## src/rtl/ipmf_pkg.sv

```systemverilog
// Shared types and constants of the IPv4 mask filter matcher.
// No dependencies; every other file of the block imports this package.
package ipmf_pkg;

  localparam logic [1:0] REQ_CLEAR  = 2'd0;
  localparam logic [1:0] REQ_APPEND = 2'd1;
  localparam logic [1:0] REQ_CHAR   = 2'd2;

  localparam logic KIND_ACK     = 1'b0;
  localparam logic KIND_VERDICT = 1'b1;

  localparam logic [7:0] CHAR_NUL   = 8'h00;
  localparam logic [7:0] CHAR_COLON = 8'h3A;
  localparam logic [7:0] CHAR_ZERO  = 8'h30;
  localparam logic [7:0] CHAR_NINE  = 8'h39;

  localparam int unsigned RADIX      = 10;
  localparam int unsigned NUM_OCTETS = 4;
  localparam int unsigned MIDX_W     = 10;

  typedef struct packed {
    logic [1:0]  req_type;
    logic [31:0] entry_mask;
    logic [31:0] entry_compare;
    logic [7:0]  addr_char;
    logic        addr_last;
  } in_item_t;

  typedef struct packed {
    logic              result_kind;
    logic              append_dropped;
    logic              reject;
    logic              matched;
    logic [MIDX_W-1:0] match_index;
    logic [31:0]       packed_address;
  } out_item_t;

  typedef struct packed {
    logic [31:0] mask;
    logic [31:0] compare;
  } entry_t;

  typedef struct packed {
    logic       take;
    logic       last;
    logic [7:0] chr;
  } parse_ctl_t;

endpackage

```

## src/rtl/ipmf_parse.sv

```systemverilog
// Serial address parser: folds characters into four decimal octets.
// Presents the packed address as it stands after the current character. Uses ipmf_pkg.
module ipmf_parse (
  input  logic                 clk_i,
  input  logic                 rst_ni,
  input  ipmf_pkg::parse_ctl_t ctl_i,
  output logic [31:0]          addr_o
);
  import ipmf_pkg::*;

  logic [7:0] oct_q [NUM_OCTETS];
  logic [7:0] oct_d [NUM_OCTETS];
  logic [2:0] pos_q, pos_d;
  logic       stop_q, stop_d;
  logic       is_digit;
  logic [7:0] digit;
  logic [7:0] cur;
  logic [2:0] pos_inc;

  assign is_digit = (ctl_i.chr >= CHAR_ZERO) && (ctl_i.chr <= CHAR_NINE);
  assign digit    = ctl_i.chr - CHAR_ZERO;
  assign cur      = oct_q[pos_q[1:0]];
  assign pos_inc  = pos_q + 3'd1;

  always_comb begin
    for (int k = 0; k < NUM_OCTETS; k++) begin
      oct_d[k] = oct_q[k];
    end
    pos_d  = pos_q;
    stop_d = stop_q;
    if (ctl_i.take && !stop_q) begin
      if (ctl_i.chr == CHAR_NUL || ctl_i.chr == CHAR_COLON) begin
        stop_d = 1'b1;
      end else if (is_digit) begin
        oct_d[pos_q[1:0]] = 8'(16'(cur) * 16'(RADIX) + 16'(digit));
      end else begin
        pos_d = pos_inc;
        if (32'(pos_inc) >= NUM_OCTETS) begin
          stop_d = 1'b1;
        end
      end
    end
  end

  assign addr_o = {oct_d[3], oct_d[2], oct_d[1], oct_d[0]};

  always_ff @(posedge clk_i or negedge rst_ni) begin
    if (!rst_ni) begin
      for (int k = 0; k < NUM_OCTETS; k++) begin
        oct_q[k] <= 8'd0;
      end
      pos_q  <= 3'd0;
      stop_q <= 1'b0;
    end else if (ctl_i.take && ctl_i.last) begin
      for (int k = 0; k < NUM_OCTETS; k++) begin
        oct_q[k] <= 8'd0;
      end
      pos_q  <= 3'd0;
      stop_q <= 1'b0;
    end else begin
      oct_q  <= oct_d;
      pos_q  <= pos_d;
      stop_q <= stop_d;
    end
  end

endmodule

```

## config.mk

```make
export PLATFORM = sky130hd
export DESIGN_NAME = ipmf_parse
export DESIGN_NICKNAME = d
export VERILOG_FILES = /design/src/rtl/ipmf_pkg.sv /design/src/rtl/ipmf_parse.sv
export SDC_FILE = /design/constraint.sdc
export NUM_CORES = 1
export LEC_CHECK = 0
export ABC_AREA = 1
export BUFFER_PORTS_ARGS = -buffer_cell sky130_fd_sc_hd__buf_4
export CAP_MARGIN = 20
export CELL_PAD_IN_SITES_DETAIL_PLACEMENT = 1
export CELL_PAD_IN_SITES_GLOBAL_PLACEMENT = 2
export CORE_UTILIZATION = 26
export CTS_CLUSTER_DIAMETER = 200
export DETAILED_ROUTE_END_ITERATION = 7
export HOLD_SLACK_MARGIN = 0.02
export PLACE_DENSITY_LB_ADDON = 0.1
export SKIP_LAST_GASP = 1
export SYNTH_ARGS = -nofsm -noshare
export SYNTH_HDL_FRONTEND = slang
export SYNTH_SLANG_ARGS = --single-unit
```

## constraint.sdc

```tcl
create_clock -name clk_i -period 7.15 [get_ports clk_i]
set_input_delay 0.3575 -clock clk_i [delete_from_list [all_inputs] [get_ports clk_i]]
set_output_delay 0.3575 -clock clk_i [all_outputs]
set_load 0.1 [all_outputs]
```

==> results.sh <==
export IMPL_rr_worst_depth=20
export IMPL_initial_utilization_pct=27.2
export IMPL_clock_sinks=36
export IMPL_cts_tree="yes"
export IMPL_core_sq_mm=0.00942
export IMPL_multiInputGateArea_sq_mm=0.00141
export IMPL_synth_flop_cell="dfrtp_1"
export IMPL_die_y_um=101
export IMPL_clock_skew_final_ps=15.3
export IMPL_root_buffer="clkbuf_8"
export IMPL_synth_area_leaders="dfrtp_1, ha_1, inv_1, nor2_1, nand2_1"
export IMPL_die_x_um=101
export IMPL_worstSetupEndpointType="primary output"
export IMPL_cp_start_kind="flip-flop"
export IMPL_postLayoutCoreUtil_pct=33.1
export IMPL_first_iter_violations=90
export IMPL_syn_avg_cell_area_sq_um=7.61
export IMPL_fmax_mhz=207
export IMPL_rsz0062_at_grt="no"
export IMPL_rows=35
export IMPL_critical_path_depth=22
export IMPL_setup_violations=0
export IMPL_postRouteAntennaNets=0
export IMPL_crit_end="addr_o[7]"
export IMPL_p_leak_nw=1.94
export IMPL_post_cts_setup_buffers=0
export IMPL_final_seq_area_sq_um=901
export IMPL_muxShareOfSynthArea_pct=0
export IMPL_path_clk_slew_ps=80
export IMPL_area_growth_pct=21.5
export IMPL_die_area_sq_mm=0.0103
export IMPL_critPathBufInv=6
export IMPL_clock_latency_ps=290
export IMPL_cts_resized_gates=0
export IMPL_regToRegSetupSlack_ps=3080
export IMPL_cp_top_family="adder cells"
export IMPL_cts_path_max_buffers=2
export IMPL_synth_xor_area_share_pct=1.71
export IMPL_vias=2287
export IMPL_grt_pass1_vias=2360
export IMPL_synth_compound_area_share_pct=12.1
export IMPL_whs_ps=26.3
export IMPL_crit_required_ps=6790
export IMPL_ys_warn_count=0
export IMPL_routed_wl_um=8070
export IMPL_htreeDepth=2
export IMPL_fill_cells=1176
export IMPL_yosysMostFrequentCell="inv_1"
export IMPL_syn_area_sq_mm=0.00256
export IMPL_p_per_area_mw_per_mm2=434
export IMPL_ys_seq_area_share_pct=35.1
export IMPL_post_place_ws_ps=2620
export IMPL_critPathMaxFanout=18
export IMPL_finalHoldViolCount=0
export IMPL_finalWorstPathRequiredPeriod_ps=4840
export IMPL_portBuffers=43
export IMPL_setup_tns_ps=0
export IMPL_hpwl_um=6310
export IMPL_grt_use_total_pct=16.8
export IMPL_setup_slack_ps=2310
export IMPL_grt_ovfl_total=0
export IMPL_syn_nets=373
export IMPL_critical_path_cell_chain="inv_2 -> o21ai_0 -> o22ai_1 -> ha_1 -> ha_1 -> fa_1 -> xnor2_1 -> ha_1 -> inv_1 -> ha_1 -> nand2_1 -> inv_1 -> nand2_1 -> nand3_1 -> nand2_1 -> nand2_1 -> inv_1 -> nand3_2 -> nand3_1 -> nand2_1 -> inv_1 -> buf_4"
export IMPL_peakVddDrop_mv=0.185
export IMPL_criticalPathCategory="flip-flop to primary output"
export IMPL_detail_route_drc_violations=0
export IMPL_cts_buffers=5
export IMPL_synthAdderAreaFrac_pct=12.3
export IMPL_worst_pin_slew_ps=1020
export IMPL_cp_common_cell="nand2_1"
export IMPL_wl_per_cell_um=15.8
export IMPL_period_share_pct=67.7
export IMPL_n_antenna_cell=0
export IMPL_status="complete, no violations"
export IMPL_slew_viol_final=0
export IMPL_cp_arrival_ps=4480
export IMPL_synthSimpleGateAreaFrac_pct=28.9
export IMPL_synth_async_reset_ratio_pct=100
export IMPL_synth_edf_count=0
export IMPL_gp_congestion=0.755
export IMPL_synth_cell_types=30
export IMPL_timing_rr_end="oct_q[31]"
export IMPL_synthTopCellsByCount="inv_1, nor2_1, nand2_1, dfrtp_1, o21ai_0"
export IMPL_grt_first_pass_wirelength_um=12600
export IMPL_max_stage_delay_ps=690
export IMPL_syn_inst=337
export IMPL_synth_top_family_by_area="simple AND/OR/NAND/NOR gates"
export IMPL_antenna_found_initial=0
export IMPL_crit_path_top_delay_cell="dfrtp_1"
export IMPL_cap_violations=0
export IMPL_via_per_inst=4.47
export IMPL_drtPass1Iterations=4
export IMPL_r2r_start="pos_q[0]"
export IMPL_grt_max_degree=37
export IMPL_startpoint="pos_q[0]"
export IMPL_nNetsFinal=418
export IMPL_synth_top_area_share_pct=35.1
export IMPL_ys_ff_latch=36
export IMPL_slew_headroom_pct=31.7
export IMPL_cts_hold_buf=0
export IMPL_min_path_type="primary input to asynchronous set/reset pin"
export IMPL_drive_above_1_share_pct=25.6
export IMPL_synth_top_area_cell="dfrtp_1"
export IMPL_ios=44
-- registers in the layout (all words and copies together), names as in the netlist --
register / flops
oct_q: 32
pos_q: 3
stop_q: 1
-- per-layer routing --
layer  share of wire, %  track usage [%]  vias to the layer above
li1                   -                -                     1144
met4                2.0             5.46                        0
met1                 46             21.4                     1099
met5                  0                0                        -
met2                 49             29.0                       32
met3                2.6             2.90                       12
-- logic make-up (layout without fill, tap and decap cells) --
logic type | Yosys count | count (layout)
buf+inv | 66 | 112
fa+ha+maj | 24 | 24
compound gates | 54 | 54
flops | 36 | 36
xor+xnor | 5 | 5
simple gates | 152 | 152
-- worst min path at each step --
stage	from	end	slack, ps
global placement	rst_ni	oct_q[31]	370
CTS	rst_ni	oct_q[31]	40
floorplan	rst_ni	oct_q[0]	60
finish	rst_ni	oct_q[31]	30
detailed placement	rst_ni	oct_q[31]	360
global route	rst_ni	oct_q[31]	60
-- layout make-up --
class,instances,share of cell area (%)
Tap cell,129,5.18
Clock buffer,7,2.45
Multi-Input combinational cell,235,45.3
Timing Repair Buffer,43,10.4
Clock inverter,1,0.281
Inverter,61,7.51
Sequential cell,36,28.9
-- metrics by stage --
stage	std cells	cell area, sq um	power [mW]
floorplan	337	2560	0.899
global placement	504	3030	1.21
detailed placement	504	3030	1.22
CTS	512	3120	1.38
global route	512	3120	1.49
finish	512	3120	1.35
-- placed cells by master, fill, tap and decap left out, drive strengths merged, types with 2 or more instances in the layout --
| cell type | instances |
|---|---|
| nor2 | 52 |
| o22ai | 5 |
| o21ai | 42 |
| buf | 43 |
| nand2 | 46 |
| or2 | 30 |
| xnor2 | 3 |
| ha | 22 |
| and2 | 3 |
| dfrtp | 36 |
| fa | 2 |
| clkbuf | 7 |
| inv | 60 |
| clkinv | 2 |
| a21oi | 4 |
| xor2 | 2 |
| nand3 | 19 |
-- power by group --
| part | leakage [nW] | internal (mW) | total [mW] | switching [mW] |
|---|---|---|---|---|
| registers | 0.496 | 0.220 | 0.246 | 0.0267 |
| logic | 1.41 | 0.287 | 0.957 | 0.670 |
| clock network | 0.0424 | 0.0697 | 0.148 | 0.0784 |
(Power assumes the default switching activity.)
